--- config.mk ---
export PLATFORM = sky130hd
export DESIGN_NAME = hns_norm
export DESIGN_NICKNAME = d
export VERILOG_FILES = /design/src/hw/rtl/heightmap_normal_stencil_macros.svh /design/src/hw/rtl/hns_pkg.sv /design/src/hw/rtl/hns_norm.sv
export SDC_FILE = /design/constraint.sdc
export NUM_CORES = 2
export LEC_CHECK = 0
export ABC_AREA = 1
export BUFFER_PORTS_ARGS = -buffer_cell sky130_fd_sc_hd__buf_2
export CORE_MARGIN = 4
export CORE_UTILIZATION = 30
export DETAILED_ROUTE_END_ITERATION = 6
export PLACE_DENSITY = 0.41
export REMOVE_ABC_BUFFERS = 1
export SLEW_MARGIN = 25
export SYNTH_ARGS = -nofsm -noshare
export SYNTH_HDL_FRONTEND = slang
export SYNTH_SLANG_ARGS = --single-unit
--- constraint.sdc ---
create_clock -name clk_i -period 18.1 [get_ports clk_i]
set_input_delay 1.81 -clock clk_i [delete_from_list [all_inputs] [get_ports clk_i]]
set_output_delay 1.81 -clock clk_i [all_outputs]
set_load 0.02 [all_outputs]
--- src/hw/rtl/heightmap_normal_stencil_macros.svh ---
// Assertion macros shared by the height map normal stencil RTL.
`ifndef HEIGHTMAP_NORMAL_STENCIL_MACROS_SVH
`define HEIGHTMAP_NORMAL_STENCIL_MACROS_SVH
`ifndef SYNTHESIS
`define HNS_ASSERT(lbl, prop, msg) \
  lbl: assert property (@(posedge clk_i) disable iff (!rst_ni) prop) else $error(msg);
`define HNS_ASSERT_NEXT(lbl, ante, cons, msg) \
  `HNS_ASSERT(lbl, ante |=> cons, msg)
`else
`define HNS_ASSERT(lbl, prop, msg)
`define HNS_ASSERT_NEXT(lbl, ante, cons, msg)
`endif
`endif

--- src/hw/rtl/hns_pkg.sv ---
// Types and constants of the height map normal stencil.
package hns_pkg;

  localparam logic [1:0] CFG_ROW_WIDTH = 2'd0;
  localparam logic [1:0] CFG_ROW_COUNT = 2'd1;
  localparam logic [1:0] CFG_GRID_STEP = 2'd2;

  localparam int unsigned NORM_ONE = 16384;
  localparam int unsigned MAX_ROWS = 4096;
  localparam int unsigned MIN_DIM  = 3;

  typedef enum logic [2:0] {
    ST_IDLE,
    ST_RD1,
    ST_RD2,
    ST_CALC,
    ST_EMIT
  } top_state_e;

  typedef enum logic [2:0] {
    N_IDLE,
    N_SHIFT,
    N_SQUARE,
    N_ROOT,
    N_DIVLOAD,
    N_DIVIDE,
    N_DONE
  } norm_state_e;

  typedef struct packed {
    logic               done;
    logic               busy;
    logic signed [15:0] nx;
    logic signed [15:0] ny;
    logic        [14:0] nz;
  } norm_res_t;

endpackage

--- src/hw/rtl/hns_norm.sv ---
// Iterative vector normalizer: scale, sum of squares, square root, three divides.
module hns_norm
  import hns_pkg::*;
#(
  parameter int unsigned HEIGHT_BITS = 16
) (
  input  logic                   clk_i,
  input  logic                   rst_ni,
  input  logic                   start_i,
  input  logic signed [HEIGHT_BITS:0] dx_i,
  input  logic signed [HEIGHT_BITS:0] dy_i,
  input  logic [16:0]            dz_i,
  output norm_res_t              res_o
);
  localparam int unsigned MW = HEIGHT_BITS + 1;
  localparam int unsigned XW = (MW > 21) ? MW : 21;

  norm_state_e state_q, state_d;
  logic [XW-1:0] mag_q [3];
  logic [XW-1:0] mag_d [3];
  logic [1:0]  neg_q, neg_d;
  logic [1:0]  sel_q, sel_d;
  logic [4:0]  cnt_q, cnt_d;
  logic [43:0] acc_q, acc_d;
  logic [43:0] root_q, root_d;
  logic [43:0] bit_q, bit_d;
  logic [21:0] len_q, len_d;
  logic [35:0] rem_q, rem_d;
  logic [36:0] dvs_q, dvs_d;
  logic [15:0] quo_q, quo_d;
  logic signed [15:0] nx_q, nx_d, ny_q, ny_d;
  logic [14:0] nz_q, nz_d;

  logic [XW-1:0] mmax, hi;
  logic [20:0]   msel;
  logic [41:0]   prod;
  logic [43:0]   trial;
  logic          ge;
  logic [15:0]   qfin, qclip;

  always_comb begin
    mmax = mag_q[0];
    if (mag_q[1] > mmax) mmax = mag_q[1];
    if (mag_q[2] > mmax) mmax = mag_q[2];
    hi    = mmax >> 20;
    msel  = mag_q[sel_q][20:0];
    prod  = 42'(msel) * 42'(msel);
    trial = root_q + bit_q;
    ge    = {1'b0, rem_q} >= dvs_q;
    qfin  = {quo_q[14:0], ge};
    qclip = (32'(qfin) > NORM_ONE) ? 16'(NORM_ONE) : qfin;
  end

  always_comb begin
    state_d = state_q;
    mag_d   = mag_q;
    neg_d   = neg_q;
    sel_d   = sel_q;
    cnt_d   = cnt_q;
    acc_d   = acc_q;
    root_d  = root_q;
    bit_d   = bit_q;
    len_d   = len_q;
    rem_d   = rem_q;
    dvs_d   = dvs_q;
    quo_d   = quo_q;
    nx_d    = nx_q;
    ny_d    = ny_q;
    nz_d    = nz_q;
    case (state_q)
      N_IDLE: begin
        if (start_i) begin
          neg_d[0] = dx_i[HEIGHT_BITS];
          neg_d[1] = dy_i[HEIGHT_BITS];
          mag_d[0] = XW'(dx_i[HEIGHT_BITS] ? MW'(-dx_i) : MW'(dx_i));
          mag_d[1] = XW'(dy_i[HEIGHT_BITS] ? MW'(-dy_i) : MW'(dy_i));
          mag_d[2] = XW'(dz_i);
          state_d  = N_SHIFT;
        end
      end
      N_SHIFT: begin
        // One bit per cycle until the largest magnitude lies in [2^20, 2^21).
        if (hi == '0) begin
          for (int i = 0; i < 3; i++) mag_d[i] = mag_q[i] << 1;
        end else if (hi != XW'(1)) begin
          for (int i = 0; i < 3; i++) mag_d[i] = mag_q[i] >> 1;
        end else begin
          sel_d   = 2'd0;
          acc_d   = '0;
          state_d = N_SQUARE;
        end
      end
      N_SQUARE: begin
        acc_d = acc_q + 44'(prod);
        sel_d = sel_q + 2'd1;
        if (sel_q == 2'd2) begin
          root_d  = '0;
          bit_d   = 44'(1) << 42;
          cnt_d   = '0;
          state_d = N_ROOT;
        end
      end
      N_ROOT: begin
        if (acc_q >= trial) begin
          acc_d  = acc_q - trial;
          root_d = (root_q >> 1) + bit_q;
        end else begin
          root_d = root_q >> 1;
        end
        bit_d = bit_q >> 2;
        cnt_d = cnt_q + 5'd1;
        if (cnt_q == 5'd21) begin
          sel_d   = 2'd0;
          state_d = N_DIVLOAD;
        end
      end
      N_DIVLOAD: begin
        if (cnt_q == 5'd22) begin
          len_d = root_q[21:0];
          rem_d = {1'b0, msel, 14'd0} + 36'(root_q[21:1]);
          dvs_d = {root_q[21:0], 15'd0};
        end else begin
          rem_d = {1'b0, msel, 14'd0} + 36'(len_q[21:1]);
          dvs_d = {len_q, 15'd0};
        end
        quo_d   = '0;
        cnt_d   = '0;
        state_d = N_DIVIDE;
      end
      N_DIVIDE: begin
        if (ge) rem_d = rem_q - dvs_q[35:0];
        dvs_d = dvs_q >> 1;
        quo_d = qfin;
        cnt_d = cnt_q + 5'd1;
        if (cnt_q == 5'd15) begin
          case (sel_q)
            2'd0:    nx_d = neg_q[0] ? -$signed(qclip) : $signed(qclip);
            2'd1:    ny_d = neg_q[1] ? -$signed(qclip) : $signed(qclip);
            default: nz_d = qclip[14:0];
          endcase
          sel_d   = sel_q + 2'd1;
          state_d = (sel_q == 2'd2) ? N_DONE : N_DIVLOAD;
        end
      end
      N_DONE: begin
        state_d = N_IDLE;
      end
      default: begin
        state_d = N_IDLE;
      end
    endcase
  end

  always_ff @(posedge clk_i or negedge rst_ni) begin
    if (!rst_ni) begin
      state_q <= N_IDLE;
    end else begin
      state_q <= state_d;
    end
  end

  always_ff @(posedge clk_i) begin
    mag_q  <= mag_d;
    neg_q  <= neg_d;
    sel_q  <= sel_d;
    cnt_q  <= cnt_d;
    acc_q  <= acc_d;
    root_q <= root_d;
    bit_q  <= bit_d;
    len_q  <= len_d;
    rem_q  <= rem_d;
    dvs_q  <= dvs_d;
    quo_q  <= quo_d;
    nx_q   <= nx_d;
    ny_q   <= ny_d;
    nz_q   <= nz_d;
  end

  assign res_o.done = (state_q == N_DONE);
  assign res_o.busy = (state_q != N_IDLE);
  assign res_o.nx   = nx_q;
  assign res_o.ny   = ny_q;
  assign res_o.nz   = nz_q;
endmodule

==> parameters.txt <==
Parameter                              Value

STA
  Transition time at the pin with the least slew margin    slightly below 1 ns
  Part of the cycle the worst path needs    between 50% and 60%
  Number of endpoints with negative hold slack in the final report    0
  Setup repair after global routing missed its margin    false
  Worst Hold Margin    between 0.5 and 0.6 ns
  Setup-failing EPs final    0
  Post-route setup TNS    0 ns
  Final min period    ~9.2 ns
  Final slew viol count    0
  Relative slew margins    between 30% and 40%
  Clock Skew    ~0.047 ns
  Max Fclk    108 MHz

Worst setup path
  Termination of the worst setup path    acc_q[26]$_DFFE_PP_
  Register-to-Register Setup Slack    a little under 9 ns
  Kind of cell adding the most delay to the critical path    adder cells
  Worst path required time    18.45 ns
  Critical path's largest stage delay    approximately 0.74 ns
  Type of destination of the critical path    register
  Worst flop-to-flop path startpoint    sel_q[1]$_SDFFCE_PN0P_
  Logic depth of the worst register-to-register path    29
  Peak fanout along the critical path    23
  Reg-to-reg endpoint    acc_q[26]$_DFFE_PP_
  Crit path buffers/inverters    9
  Category of the most critical setup path    reg -> reg
  Cell at the slowest stage of the critical path    sky130_fd_sc_hd__inv_1
  Crit path arrival time    about 9.6 ns
  Most frequent CP cell    sky130_fd_sc_hd__inv_1
  Element type at the critical path start    register
  Number of stages on the worst setup path    29
  CP Launch Point    sel_q[1]$_SDFFCE_PN0P_

Detailed routing
  First-pass DRT Iterations    6
  Total via count after detailed routing    about 35000
  Via-to-Cell Ratio    4.84
  Drt total wl    between 100000 and 150000 um
  DRC marker count from the first detailed-route iteration    ~2500
  Routed length per placed instance    approximately 20 um
  Number of routed nets with antenna violations    0
  Total DRC errors in the routed layout    0

Floorplan
  Initial Utilization    30.3%
  Boundary pin count    between 100 and 150
  Standard-cell rows    between 100 and 150
  Total Die Area    roughly 0.14 mm2
  Die Span Y    376 um
  Die X    roughly 380 um
  Placeable Area    ~0.13 mm2

Clock tree
  CTS sink cnt    between 300 and 400
  Clock insertion delay at the later pin of the skew report    0.66 ns
  Clock-pin slew on the worst setup and hold paths    about 0.070 ns
  CTS tree    yes
  Deepest clock path buffer count    3
  Clock root buffer    sky130_fd_sc_hd__clkbuf_16
  Buffers inserted during post-CTS setup optimization    0
  Hold-fix buffer count after cts    0
  Count of cells resized by post-cts repair    0
  Total CTS buffers    46
  Deepest level of the CTS H-tree    2

Hold path
  Min-delay worst type    reg -> reg
  WHS Path Cells    0

Cells and area
  Top library cells by usage in the layout, fill and taps aside    sky130_fd_sc_hd__inv_1 (1128), sky130_fd_sc_hd__nand2_1 (1020), sky130_fd_sc_hd__nor2_1 (462), sky130_fd_sc_hd__o21ai_0 (395), sky130_fd_sc_hd__fa_1 (355)
  Leading cell type in the layout, fill and taps excluded    sky130_fd_sc_hd__inv_1
  NumNets Final    between 6000 and 7000
  Fill cell instance count of the final layout    between 10000 and 15000
  Synthesis-to-finish area growth    10.1%
  Diode count    0
  Final standard cell utilization of the core    about a third
  Fraction of final layout cells sized beyond drive strength 1    around 5.7%

Global route
  Vias in the first global route    ~35000
  Wire length of the first global-routing pass    219000 um
  Maximum number of pins on one net before global-route repair    64
  Overall overflow remaining after global route    0
  Tot GR Track Use    20.2%
  Number of antenna violations at the first check in global routing    2

Synthesis
  Distinct cell type count after synthesis    65
  Post-synthesis sequential area ratio    between 20 and 30%
  Synthesis Warnings    0
  Most frequently used flop master after synthesis    sky130_fd_sc_hd__edfxtp_1
  Count of flip-flops with a built-in enable after synthesis    roughly 340
  Number of synthesized register bits    342
  Synthesized area per cell    7.72 um2
  Synth Cell Area    0.0406 mm2
  Post-Syn Instances    ~5300
  Fraction of registers with async set/reset    less than 1%

Placed design
  Number of port buffers    102
  Detailed placement HPWL    117000 um
  Routability cong.    between 0.9 and 1

Status
  Status    finished clean

Flow run
  Max Cap Violations    0
-- per-layer routing --
metal  wire length [um]  up-vias  track usage (%)
met3               5690      123             1.92
li1                   -    17000                -
met2              66200      730             33.3
met1              69200    16700             29.0
met5                  0        -                0
met4               2620        0             3.89
-- cell usage after synthesis (all sizes together), types with 2 or more instances --
library cell | instances | share of area [%]
fa | 355 | 18
o211ai | 12 | 0.22
a21o | 19 | 0.35
buf | 55 | 0.77
o21bai | 28 | 0.52
a31oi | 30 | 0.46
xnor2 | 43 | 0.93
ha | 338 | 10
o21ai | 419 | 5.2
a211oi | 5 | 0.092
and3 | 9 | 0.14
o31ai | 9 | 0.17
o21a | 22 | 0.41
o221a | 3 | 0.083
and2 | 4 | 0.062
nand3b | 5 | 0.092
a22oi | 3 | 0.055
a221oi | 5 | 0.11
nor3 | 51 | 0.67
o22ai | 19 | 0.29
or2 | 35 | 0.54
clkinv | 3 | 0.028
nand2 | 1031 | 9.6
nor2 | 473 | 4.4
o221ai | 6 | 0.13
dfrtp | 3 | 0.18
nand3 | 239 | 3.0
a21oi | 336 | 4.2
xor2 | 73 | 1.6
o2111ai | 7 | 0.15
nand4 | 31 | 0.48
a32o | 2 | 0.049
a21boi | 9 | 0.17
inv | 1141 | 11
o41ai | 3 | 0.12
nor4 | 18 | 0.29
clkbuf | 62 | 0.58
a32oi | 9 | 0.19
edfxtp | 339 | 25
-- cell families after synthesis --
group	share of synthesized area, %
buffers and inverters	11.9
adder cells (fa/ha/maj)	27.9
XOR/XNOR	2.50
flip-flops	25.3
AND/OR/NAND/NOR	19.4
AO/OA/AOI/OAI	13.0
-- state kept, by name, indices dropped and copies added (netlist names) --
name and count:
state_q 3, sel_q 2, acc_q 44, neg_q 2
cnt_q 5, quo_q 15, len_q 22, ny_q 16
dvs_q 37, nx_q 16, bit_q 22, mag_q 63
root_q 44, rem_q 36, nz_q 15
-- layout make-up --
type / count / area [um2] / area share (%)
clock buffer: 49 / 1160 / 2.60
timing repair buffer: 144 / 826 / 1.85
inverter: 1144 / 4300 / 9.61
multi-input combinational: 3657 / 25600 / 57.2
clock inverter: 35 / 398 / 0.890
sequential: 342 / 10300 / 22.9
tap: 1768 / 2210 / 4.95
-- stage by stage --
| step | cells | area (um2) | setup WS, ns |
|---|---|---|---|
| 2_1_floorplan | 5143 | 40100 | 9.70 |
| 3_3_place_gp | 7055 | 43200 | 9.06 |
| 3_5_place_dp | 7055 | 43200 | 8.95 |
| 4_1_cts | 7139 | 44700 | 8.87 |
| 5_1_grt | 7139 | 44700 | 8.23 |
| 6_report | 7139 | 44700 | 8.86 |
-- how the worst min path moves through the flow --
stage                                        from            endpoint  slack, ns
final                     root_q[0]$_SDFFCE_PN0P_  len_q[0]$_DFFE_PP_       0.51
after CTS                 root_q[0]$_SDFFCE_PN0P_  len_q[0]$_DFFE_PP_       0.50
after global routing      root_q[0]$_SDFFCE_PN0P_  len_q[0]$_DFFE_PP_       0.53
after global placement    root_q[0]$_SDFFCE_PN0P_  len_q[0]$_DFFE_PP_       0.49
after detailed placement  root_q[0]$_SDFFCE_PN0P_  len_q[0]$_DFFE_PP_       0.50
after floorplan           root_q[0]$_SDFFCE_PN0P_  len_q[0]$_DFFE_PP_       0.46
Power is left out: the tool's default activity adds up to more than one toggle a clock period on the data nets, which glitch-free logic cannot reach.
